$ cat config.mk
export PLATFORM = sky130hd
export DESIGN_NAME = rgbe_scanline_rle_decoder
export DESIGN_NICKNAME = d
export VERILOG_FILES = /design/src/rtl/rgbe_rle_pkg.sv /design/src/rtl/rgbe_scanline_rle_decoder.sv
export SDC_FILE = /design/constraint.sdc
export NUM_CORES = 1
export LEC_CHECK = 0
export ABC_AREA = 1
export BUFFER_PORTS_ARGS = -buffer_cell sky130_fd_sc_hd__buf_4
export CAP_MARGIN = 15
export CELL_PAD_IN_SITES_DETAIL_PLACEMENT = 1
export CELL_PAD_IN_SITES_GLOBAL_PLACEMENT = 1
export CORE_ASPECT_RATIO = 1.75
export CORE_MARGIN = 4
export CORE_UTILIZATION = 35
export CTS_BUF_LIST = sky130_fd_sc_hd__clkbuf_4 sky130_fd_sc_hd__clkbuf_8
export DETAILED_ROUTE_END_ITERATION = 8
export HOLD_SLACK_MARGIN = 0.06
export PLACE_DENSITY_LB_ADDON = 0.1
export SLEW_MARGIN = 40
export SYNTH_ARGS = -nofsm -noshare
export SYNTH_HDL_FRONTEND = slang
export SYNTH_SLANG_ARGS = --single-unit
$ cat constraint.sdc
create_clock -name clk -period 7.5 [get_ports clk]
set_clock_uncertainty 0.05 [all_clocks]
set_input_delay 1.5 -clock clk [delete_from_list [all_inputs] [get_ports clk]]
set_output_delay 1.5 -clock clk [all_outputs]
set_load 0.02 [all_outputs]
$ cat src/rtl/rgbe_rle_pkg.sv
package rgbe_rle_pkg;

	localparam int MAX_LINE_WIDTH_DEF = 32767;
	localparam int LINE_W             = 15;

	localparam logic [LINE_W-1:0] LINE_WIDTH_RESET = 15'd1024;
	localparam logic [LINE_W-1:0] RLE_MIN_WIDTH    = 15'd8;

	localparam logic [7:0] HEAD_MARK  = 8'd2;
	localparam logic [7:0] RUN_BASE   = 8'd128;
	localparam logic [23:0] REPEAT_MARK = 24'h010101;

	localparam logic [2:0] PLANE_EXP   = 3'd3;
	localparam logic [2:0] PLANE_PIXEL = 3'd4;

	localparam logic [1:0] SHIFT_MAX_STEP = 2'd3;

	typedef enum logic [6:0] {
		PH_LINE = 7'b0000001,
		PH_OLD  = 7'b0000010,
		PH_HEAD = 7'b0000100,
		PH_CODE = 7'b0001000,
		PH_RUN  = 7'b0010000,
		PH_LIT  = 7'b0100000,
		PH_SKIP = 7'b1000000
	} phase_t;

endpackage

$ cat src/rtl/rgbe_scanline_rle_decoder.sv
// RGBE scanline run-length decoder
// in channel: in_valid / in_stall carry data_byte, one encoded byte per transfer
// out channel: out_valid / out_stall carry one fill descriptor per transfer
//   (plane, first_pixel, pixel_count, four bytes, line_done, overrun)
// a byte either updates the decode state only or produces exactly one descriptor
// cfg_we with cfg_wdata writes the line width; write it only while the block is idle
// latency: a byte transferred at edge n gives its descriptor on the outputs after
//   edge n+1 (held in the input register, decoded into the result register)
// throughput: one byte per cycle, set by the single decode step between the
//   input register and the result register
// reset (arst_n low): line width 1024, decoder at line start, previous pixel zero,
//   input and result registers empty
// when out_stall holds a waiting result, the input register still takes one byte;
//   after that in_stall rises until the result transfers
module rgbe_scanline_rle_decoder #(
	parameter int MAX_LINE_WIDTH = rgbe_rle_pkg::MAX_LINE_WIDTH_DEF
) (
	input  logic                           clk,
	input  logic                           arst_n,
	input  logic                           cfg_we,
	input  logic [rgbe_rle_pkg::LINE_W-1:0] cfg_wdata,
	input  logic                           in_valid,
	output logic                           in_stall,
	input  logic [7:0]                     data_byte,
	output logic                           out_valid,
	input  logic                           out_stall,
	output logic [2:0]                     plane,
	output logic [rgbe_rle_pkg::LINE_W-1:0] first_pixel,
	output logic [rgbe_rle_pkg::LINE_W-1:0] pixel_count,
	output logic [7:0]                     byte_red,
	output logic [7:0]                     byte_green,
	output logic [7:0]                     byte_blue,
	output logic [7:0]                     byte_exponent,
	output logic                           line_done,
	output logic                           overrun
);
	import rgbe_rle_pkg::*;

	logic [LINE_W-1:0] line_width_q;
	logic              valid_s1;
	logic [7:0]        byte_s1;
	logic              advance;

	phase_t            phase_q, phase_d;
	logic [23:0]       gather_q, gather_d;
	logic [1:0]        gcount_q, gcount_d;
	logic [31:0]       prev_q, prev_d;
	logic [1:0]        shift_q, shift_d;
	logic [1:0]        cplane_q, cplane_d;
	logic [LINE_W-1:0] pos_q, pos_d;
	logic [7:0]        lit_q, lit_d;

	logic              out_valid_q;
	logic [2:0]        plane_q;
	logic [LINE_W-1:0] first_q, count_q;
	logic [7:0]        red_q, green_q, blue_q, exp_q;
	logic              done_q, over_q;

	logic [LINE_W-1:0] width_eff;
	logic [LINE_W-1:0] rem;
	logic [LINE_W-1:0] avail;
	logic [31:0]       req;
	logic [31:0]       rep_req;
	logic              fill_end;
	logic [LINE_W-1:0] fill_cnt;
	logic              fill_over;
	logic              emit;
	logic              whole;
	logic [31:0]       fill_px;
	logic [31:0]       old_px;
	logic [31:0]       head_px;
	logic [7:0]        lit_dec;
	logic              head_old;

	assign advance  = valid_s1 && (!out_valid_q || !out_stall);
	assign in_stall = valid_s1 && !advance;

	assign width_eff = (line_width_q == '0) ? LINE_W'(1) : line_width_q;
	assign rem       = (pos_q < width_eff) ? (width_eff - pos_q) : '0;
	assign avail     = (rem == '0) ? LINE_W'(1) : rem;

	assign old_px  = {byte_s1, gather_q};
	assign head_px = {byte_s1, gather_q[23:16], gather_q[15:8], HEAD_MARK};
	assign lit_dec = (lit_q != '0) ? (lit_q - 8'd1) : '0;
	assign head_old = (gather_q[15:8] != HEAD_MARK) || gather_q[23];

	always_comb begin
		case (shift_q)
			2'd0:    rep_req = {24'd0, byte_s1};
			2'd1:    rep_req = {16'd0, byte_s1, 8'd0};
			2'd2:    rep_req = {8'd0, byte_s1, 16'd0};
			default: rep_req = {byte_s1, 24'd0};
		endcase
	end

	always_comb begin
		case (phase_q)
			PH_RUN:  req = {24'd0, lit_q};
			PH_OLD:  req = (gather_q == REPEAT_MARK) ? rep_req : 32'd1;
			default: req = 32'd1;
		endcase
	end

	assign fill_end  = (rem == '0) || (req >= {17'd0, rem});
	assign fill_cnt  = (req < {17'd0, avail}) ? req[LINE_W-1:0] : avail;
	assign fill_over = req > {17'd0, rem};

	always_comb begin
		phase_d  = phase_q;
		gather_d = gather_q;
		gcount_d = gcount_q;
		prev_d   = prev_q;
		shift_d  = shift_q;
		cplane_d = cplane_q;
		pos_d    = pos_q;
		lit_d    = lit_q;
		emit     = 1'b0;
		whole    = 1'b0;
		fill_px  = prev_q;
		case (phase_q)
			PH_OLD: begin
				if (gcount_q != SHIFT_MAX_STEP) begin
					case (gcount_q)
						2'd0:    gather_d[7:0]   = gather_q[7:0] | byte_s1;
						2'd1:    gather_d[15:8]  = gather_q[15:8] | byte_s1;
						default: gather_d[23:16] = gather_q[23:16] | byte_s1;
					endcase
					gcount_d = gcount_q + 2'd1;
				end else begin
					gcount_d = '0;
					gather_d = '0;
					whole    = 1'b1;
					if (gather_q == REPEAT_MARK) begin
						fill_px = prev_q;
						emit    = (byte_s1 != '0);
						if (shift_q != SHIFT_MAX_STEP)
							shift_d = shift_q + 2'd1;
					end else begin
						fill_px = old_px;
						emit    = 1'b1;
						prev_d  = old_px;
						shift_d = '0;
					end
					if (emit && fill_end)
						phase_d = PH_LINE;
				end
			end
			PH_HEAD: begin
				if (gcount_q != 2'd2) begin
					if (gcount_q == 2'd0)
						gather_d[15:8] = gather_q[15:8] | byte_s1;
					else
						gather_d[23:16] = gather_q[23:16] | byte_s1;
					gcount_d = gcount_q + 2'd1;
				end else begin
					gcount_d = '0;
					gather_d = '0;
					if (head_old) begin
						prev_d  = head_px;
						shift_d = '0;
						emit    = 1'b1;
						whole   = 1'b1;
						fill_px = head_px;
						phase_d = fill_end ? PH_LINE : PH_OLD;
					end else begin
						cplane_d = '0;
						pos_d    = '0;
						phase_d  = PH_CODE;
					end
				end
			end
			PH_CODE: begin
				if (byte_s1 > RUN_BASE) begin
					lit_d   = {1'b0, byte_s1[6:0]};
					phase_d = PH_RUN;
				end else if (byte_s1 != '0) begin
					lit_d   = byte_s1;
					phase_d = PH_LIT;
				end
			end
			PH_RUN: begin
				emit  = 1'b1;
				lit_d = '0;
				if (fill_end) begin
					prev_d[{cplane_q, 3'b000} +: 8] = byte_s1;
					if (cplane_q == 2'd3) begin
						phase_d  = PH_LINE;
						cplane_d = '0;
					end else begin
						cplane_d = cplane_q + 2'd1;
						phase_d  = PH_CODE;
					end
				end else begin
					phase_d = PH_CODE;
				end
			end
			PH_LIT: begin
				emit  = 1'b1;
				lit_d = lit_dec;
				if (fill_end) begin
					prev_d[{cplane_q, 3'b000} +: 8] = byte_s1;
					if (lit_dec != '0) begin
						phase_d = PH_SKIP;
					end else if (cplane_q == 2'd3) begin
						phase_d  = PH_LINE;
						cplane_d = '0;
					end else begin
						cplane_d = cplane_q + 2'd1;
						phase_d  = PH_CODE;
					end
				end else if (lit_dec == '0) begin
					phase_d = PH_CODE;
				end
			end
			PH_SKIP: begin
				if (lit_q > 8'd1) begin
					lit_d = lit_q - 8'd1;
				end else begin
					pos_d = '0;
					lit_d = '0;
					if (cplane_q == 2'd3) begin
						phase_d  = PH_LINE;
						cplane_d = '0;
					end else begin
						cplane_d = cplane_q + 2'd1;
						phase_d  = PH_CODE;
					end
				end
			end
			default: begin
				pos_d    = '0;
				shift_d  = '0;
				cplane_d = '0;
				lit_d    = '0;
				if (width_eff >= RLE_MIN_WIDTH && width_eff <= LINE_W'(MAX_LINE_WIDTH) &&
				    byte_s1 == HEAD_MARK) begin
					gather_d = '0;
					gcount_d = '0;
					phase_d  = PH_HEAD;
				end else begin
					gather_d = {16'd0, byte_s1};
					gcount_d = 2'd1;
					phase_d  = PH_OLD;
				end
			end
		endcase
		if (emit)
			pos_d = fill_end ? '0 : (pos_q + req[LINE_W-1:0]);
	end

	always_ff @(posedge clk or negedge arst_n) begin
		if (!arst_n) begin
			line_width_q <= LINE_WIDTH_RESET;
		end else if (cfg_we) begin
			line_width_q <= cfg_wdata;
		end
	end

	// input register
	always_ff @(posedge clk or negedge arst_n) begin
		if (!arst_n) begin
			valid_s1 <= 1'b0;
		end else if (!in_stall) begin
			valid_s1 <= in_valid;
		end
	end

	always_ff @(posedge clk) begin
		if (in_valid && !in_stall) begin
			byte_s1 <= data_byte;
		end
	end

	// decode state
	always_ff @(posedge clk or negedge arst_n) begin
		if (!arst_n) begin
			phase_q  <= PH_LINE;
			gather_q <= '0;
			gcount_q <= '0;
			prev_q   <= '0;
			shift_q  <= '0;
			cplane_q <= '0;
			pos_q    <= '0;
			lit_q    <= '0;
		end else if (advance) begin
			phase_q  <= phase_d;
			gather_q <= gather_d;
			gcount_q <= gcount_d;
			prev_q   <= prev_d;
			shift_q  <= shift_d;
			cplane_q <= cplane_d;
			pos_q    <= pos_d;
			lit_q    <= lit_d;
		end
	end

	// result register
	always_ff @(posedge clk or negedge arst_n) begin
		if (!arst_n) begin
			out_valid_q <= 1'b0;
		end else if (advance) begin
			out_valid_q <= emit;
		end else if (!out_stall) begin
			out_valid_q <= 1'b0;
		end
	end

	always_ff @(posedge clk) begin
		if (advance && emit) begin
			plane_q <= whole ? PLANE_PIXEL : {1'b0, cplane_q};
			first_q <= pos_q;
			count_q <= fill_cnt;
			if (whole) begin
				red_q   <= fill_px[7:0];
				green_q <= fill_px[15:8];
				blue_q  <= fill_px[23:16];
				exp_q   <= fill_px[31:24];
			end else begin
				red_q   <= byte_s1;
				green_q <= '0;
				blue_q  <= '0;
				exp_q   <= '0;
			end
			done_q <= fill_end && (whole || cplane_q == 2'd3);
			over_q <= fill_over || (phase_q == PH_LIT && fill_end && lit_dec != '0);
		end
	end

	assign out_valid     = out_valid_q;
	assign plane         = plane_q;
	assign first_pixel   = first_q;
	assign pixel_count   = count_q;
	assign byte_red      = red_q;
	assign byte_green    = green_q;
	assign byte_blue     = blue_q;
	assign byte_exponent = exp_q;
	assign line_done     = done_q;
	assign overrun       = over_q;

`ifndef SYNTHESIS
	a_end_clears_pos: assert property (@(posedge clk) disable iff (!arst_n)
		(advance && emit && fill_end) |=> (pos_q == '0))
		else $error("fill reaching line end did not clear the pixel position");

	a_gcount_range: assert property (@(posedge clk) disable iff (!arst_n)
		(phase_q != PH_OLD) |-> (gcount_q != 2'd3))
		else $error("byte gather count out of range outside old format");

	a_skip_count: assert property (@(posedge clk) disable iff (!arst_n)
		(phase_q == PH_SKIP) |-> (lit_q != '0))
		else $error("skipping literal bytes with none left");

	a_done_plane: assert property (@(posedge clk) disable iff (!arst_n)
		(out_valid_q && done_q) |-> (plane_q == PLANE_EXP || plane_q == PLANE_PIXEL))
		else $error("line done flagged on a colour plane fill");
`endif

endmodule
Word-level counts from Yosys, hierarchy flattened
Index checks and enable logic that the tools add are counted.
{ "word_totals": {"output_inout_bits": 69, "wordCells": 212, "regBits": 184} }
{ "op_classes": {"n_lt_le_gt_ge": 8, "n_bitwise": 6, "n_eq_ne": 39, "muxes": 82, "n_addsub": 7, "n_reduce_logical": 44, "shifts": 2} }
{ "op_table": {"columns": ["op", "count"], "rows": [
  ["$mux 32", 6],
  ["$pmux 32 s3", 2],
  ["$mux 15", 9],
  ["$pmux 32 s2", 2],
  ["$mux 8", 12],
  ["$pmux 24 s3", 1],
  ["$mux 7", 9],
  ["$pmux 15 s3", 1],
  ["$pmux 7 s6", 1],
  ["$bwmux 32", 1],
  ["$ge 32x15->1", 1],
  ["$gt 32x15->1", 1],
  ["$lt 32x15->1", 1],
  ["$pmux 8 s4", 1],
  ["$shift 8x7->32 const A", 1],
  ["$shiftx 8x7->32", 1],
  ["$logic_not 15->1", 2],
  ["$mux 2", 15],
  ["$ne 3x3->1 const B", 10],
  ["$eq 24x17->1 const B", 1],
  ["$mux 24", 1],
  ["$ne 2x2->1 const B", 12],
  ["$or 8x8->8", 3],
  ["$reduce_bool 8->1", 3],
  ["other kinds (46)", 91]
]} }

Depth between registers and ports, before layout
{ "logic_depth": {"ltp_word": 10, "mapped_depth": 33, "mapped_depth_nobuf": 32} }

Worst setup path after synthesis
Ideal clock, no wire load.
{ "synth_path": {"path_kind": "input port to flip-flop", "from": "input out_stall", "to": "register pos_q[10]", "cell_stages": 7, "arrival_time_ns": 5.632, "slack_ns": 1.680, "setup_time_ns": 0.138, "n_path_buf": 1, "cell_sequence": "nand2_1 nand2_1 nor2_1 inv_1 nand2_1 buf_2 o22ai_1"} }
{ "synth_between": {"elab_chain_len": 4} }
{ "synth_rtl": {"columns": ["item", "line_no", "source"], "rows": [
  ["from (decl)", "rgbe_scanline_rle_decoder.sv:26", "input logic out_stall,"],
  ["$logic_not 1->1", null, null],
  ["$logic_or 1x1->1", "rgbe_scanline_rle_decoder.sv:75", "assign advance = valid_s1 && (!out_valid_q || !out_stall);"],
  ["$logic_and 1x1->1", "rgbe_scanline_rle_decoder.sv:75", null],
  ["$reduce_and 5->1 (no source line)", null, null],
  ["to (signal assigned)", "rgbe_scanline_rle_decoder.sv:292", "pos_q <= pos_d;"],
  ["to (decl)", "rgbe_scanline_rle_decoder.sv:50", "logic [LINE_W-1:0] pos_q, pos_d;"]
]} }
No other way between the ends.
A chain may end at the register's enable or synchronous reset.

Worst setup path after layout
{ "layout_path": {"from": "register line_width_q[13]", "to": "register prev_q[2]"} }
{ "layout_between": {"elab_chain_len": 8} }
{ "layout_rtl": {"columns": ["item", "line_no", "source"], "rows": [
  ["from (decl)", "rgbe_scanline_rle_decoder.sv:39", "logic [LINE_W-1:0] line_width_q;"],
  ["from (signal assigned)", "rgbe_scanline_rle_decoder.sv:255", "line_width_q <= cfg_wdata;"],
  ["$logic_not 15->1", "rgbe_scanline_rle_decoder.sv:78", "assign width_eff = (line_width_q == '0) ? LINE_W'(1) : line_width_q;"],
  ["$mux 15 *", "rgbe_scanline_rle_decoder.sv:78", null],
  ["$sub 15x15->15 or $lt 15x15->1 (tied branches)", "rgbe_scanline_rle_decoder.sv:79", "assign rem = (pos_q < width_eff) ? (width_eff - pos_q) : '0;"],
  ["$mux 15 *", "rgbe_scanline_rle_decoder.sv:79", null],
  ["$ge 32x15->1 or $logic_not 15->1 (tied branches)", "rgbe_scanline_rle_decoder.sv:104", "assign fill_end = (rem == '0) || (req >= {17'd0, rem});"],
  ["$logic_or 1x1->1 *", "rgbe_scanline_rle_decoder.sv:104", null],
  ["$ne 2x1->1 (no source line) *", null, null],
  ["$reduce_and 3->1 (no source line) *", null, null],
  ["to (signal assigned)", "rgbe_scanline_rle_decoder.sv:289", "prev_q <= prev_d;"],
  ["to (decl)", "rgbe_scanline_rle_decoder.sv:47", "logic [31:0] prev_q, prev_d;"]
]} }
Mark *: on every way between the ends. The rest lies on a longest branch, timed or not.

==> results by group <==
Clock tree
  – Clk root buf: clkbuf_8
  – Cts repair resizes: 0
  – CTS tree: done
  – Sink Count: 184
  – Setup bufs post-CTS: 0
  – Htree depth: 4
  – Reg clk slew, reported paths: 110 ps
  – Worst-Skew Late Latency: 530 ps
  – CTS max path bufs: 2
  – Total CTS buffers: 17
  – Hold-fix buffers, CTS: 0

Floorplanning
  – # rows: 90
  – Starting Density: 35.41%
  – DIE WIDTH: 149.1 µm
  – Die height: 255.0 µm
  – Core area: 34,460 µm²
  – Die area: 38,030 µm²
  – I/O pin total: 97

Logic synthesis
  – Post-synth cell types: 57
  – YS warnings: 0
  – Syn Std Cell Area: 12,200 µm²
  – Most numerous cell in the Yosys netlist: nand2_1
  – Synth cell count leaders: nand2_1 (327), inv_1 (220), o21ai_0 (132)
  – Number of flops mapped to enable cells by yosys: 75
  – Ys flop type: dfrtp_1
  – Syn Inst Count: 1,562
  – Sequential fraction of the synthesis area: 40.84%
  – Avg Cell Area, Syn: 7.811 µm²
  – Synth top area share: 21.95%
  – Synth area leader: dfrtp_1
  – FFs w/ async S/R, synth: 59.24%
  – Synthesized Nets: 1,666
  – Number of synthesized register bits: 184
  – Leading cell types by total area after synthesis: dfrtp_1 (22%), edfxtp_1 (18%), nand2_1 (10%), ha_1 (7.6%), inv_1 (6.8%)

Timing
  – Fin. Hold Viols: 0
  – Fin crit share: 72.89%
  – Worst Tran Pin Value: 849.1 ps
  – Setup TNS: 0 ps
  – WHS: 443.1 ps
  – Fin crit period: 5467 ps
  – Max Freq: 0.1829 GHz
  – Final setup violation count: 0
  – Rel. slew slack: 43.22%
  – RSZ-0062 raised after global routing: false
  – Worst Slack Setup Final: 2033 ps
  – Slew Viols, Final: 0

Detailed routing
  – Via/cell ratio: 5.446
  – Iteration-0 DRC Markers: 511
  – DR WL/cell: 22.34 µm
  – Drt pass-1 iters: 6
  – Total number of vias: 11.46k
  – Final ANT Viol Nets: 0
  – Drt total wl: 47.03 mm
  – DRC violations left: 0

Placement
  – Placed cells: 2,072
  – Setup WS pre-CTS: 1937 ps
  – PortBufs: 96
  – Post-DP HPWL: 35.95 mm
  – Gp weighted congestion: 0.9081

Setup path
  – Critical path data arrival time: 5860 ps
  – Worst-path maximum fanout: 51
  – Reg-to-Reg Start: line_width_q[13]
  – Largest stage delay on the critical path: 490 ps
  – Critical R2R Capture: prev_q[2]
  – Setup crit start: line_width_q[13]
  – Worst setup SP type: register
  – Crit path capture type: register
  – Most used cell, CP: nand3_1
  – Worst reg-to-reg path cell count: 29
  – WS Path Type: register to register
  – CP endpoint: prev_q[2]
  – Reg2reg setup slack: 2030 ps
  – CP required: 7890 ps
  – Slowest CP cell: inv_4

Power and ir drop
  – Internal: 2.086 mW
  – Comb pwr share: 48.0%
  – Leak: 6.400 nW
  – Power Density: 291.2 nW/µm²
  – Power share of the sequential group: 34.3%
  – Total power: 4.043 mW
  – Sw Ratio: 48.40%
  – Switch Pwr: 1.957 mW
  – Worst vdd ir: 141.5 µV
  – Clock power frac: 17.7%

Finish
  – Layout Area Growth over Synthesis: 13.79%
  – Fin cells: 2,105
  – Fill cell count: 4,274
  – Share of layout cells above drive strength 1: 12.96%
  – Nets: 1,735

Outcome
  – Status: completed

Global route
  – GRT met3 Usage: 2.675%
  – Initial antenna violation count: 1
  – Busiest grt layer: met2
  – Met1 global-route usage: 23.74%
  – First-pass GRT wire length: 70.95 mm
  – Global-route met2 utilization: 48.72%
  – Grt total ovfl: 0
  – Number of global-route vias before repair: 12.09k
  – Global Route Usage Sum: 24.99%
  – Largest net degree at the start of global routing: 64

Worst hold path
  – Hold Crit Class: register to register

Run
  – Maxcap violations: 0
## critical path: cells and delay by family (launching register included)
kind                     cells  cell delay, ps
AND/OR/NAND/NOR             20            2990
AO/OA/AOI/OAI                2             360
adder cells (fa/ha/maj)      3             750
buffers and inverters        4             780
flip-flops                   1             410
## layer usage
metal,vias up,wire [µm]
met1,5665,16060
met4,0,3838
met2,234,26110
met3,144,1024
met5,-,0
li1,5421,-
## layout make-up
type	count	area, µm²	area share, %
multi-input cells	1074	6128	44.14
flip-flops and latches	184	4982	35.89
repair buffers	116	898.4	6.471
inverters	238	895.9	6.453
well taps	460	575.6	4.146
clock buffers	18	247.7	1.784
clock inverters	14	152.6	1.099
diodes	1	2.502	0.01802
## worst min-delay path by stage
stage                     cells past startpoint        from              end  slack, ps
after floorplan                               0   pos_q[10]  first_pixel[10]        400
after global placement                        2  phase_q[0]       phase_q[0]        420
after detailed placement                      2  phase_q[0]       phase_q[0]        430
after CTS                                     2  phase_q[0]       phase_q[0]        450
after global routing                          2  phase_q[0]       phase_q[0]        470
final                                         2  phase_q[0]       phase_q[0]        440
## flip-flops by register name (all words and copies together), names as in the netlist, 8 cells and up
| register | flops |
|---|---|
| lit_q | 8 |
| byte_s1 | 8 |
| byte_red | 8 |
| byte_exponent | 8 |
| line_width_q | 15 |
| pos_q | 15 |
| prev_q | 32 |
| first_pixel | 15 |
| pixel_count | 15 |
| byte_blue | 8 |
| gather_q | 24 |
| byte_green | 8 |
## per-stage QoR
| stage | utilization (%) | cell area, µm² |
|---|---|---|
| after global placement | 38.86 | 13390 |
| after detailed placement | 39.07 | 13460 |
| final | 40.29 | 13880 |
| after global routing | 40.29 | 13880 |
| after floorplan | - | 12200 |
| after CTS | 40.23 | 13860 |
## cell families (layout without fill, tap and decap cells)
group                    after synthesis  after routing  synth area share [%]
AND/OR/NAND/NOR                      591            591                 21.12
AO/OA/AOI/OAI                        377            377                 18.28
adder cells (fa/ha/maj)               76             76                 7.917
multiplexers                           9              9                0.8205
buffers and inverters                304            386                 9.527
flip-flops                           184            184                 40.84
XOR/XNOR                              21             21                 1.507
other                                  0              1                     0
## power by group through the flow
stage,clock [mW],sequential (mW),combinational (mW)
5_1_grt,0.775,1.41,2.17
2_1_floorplan,0,1.38,1.28
3_5_place_dp,0,1.40,1.94
3_3_place_gp,0,1.39,1.89
4_1_cts,0.739,1.38,1.95
6_report,0.717,1.39,1.94
## placed cells by master, fill, tap and decap left out, types with 22 or more instances in the layout
cell and n:
nand3_1 50, nand2_1 327, nor2_1 117, inv_1 219, ha_1 74, buf_4 113, a21oi_1 86, o21ai_0 132
o22ai_1 43, dfrtp_1 107, edfxtp_1 75, nor3_1 22
Power figures use the tool's default switching activity.
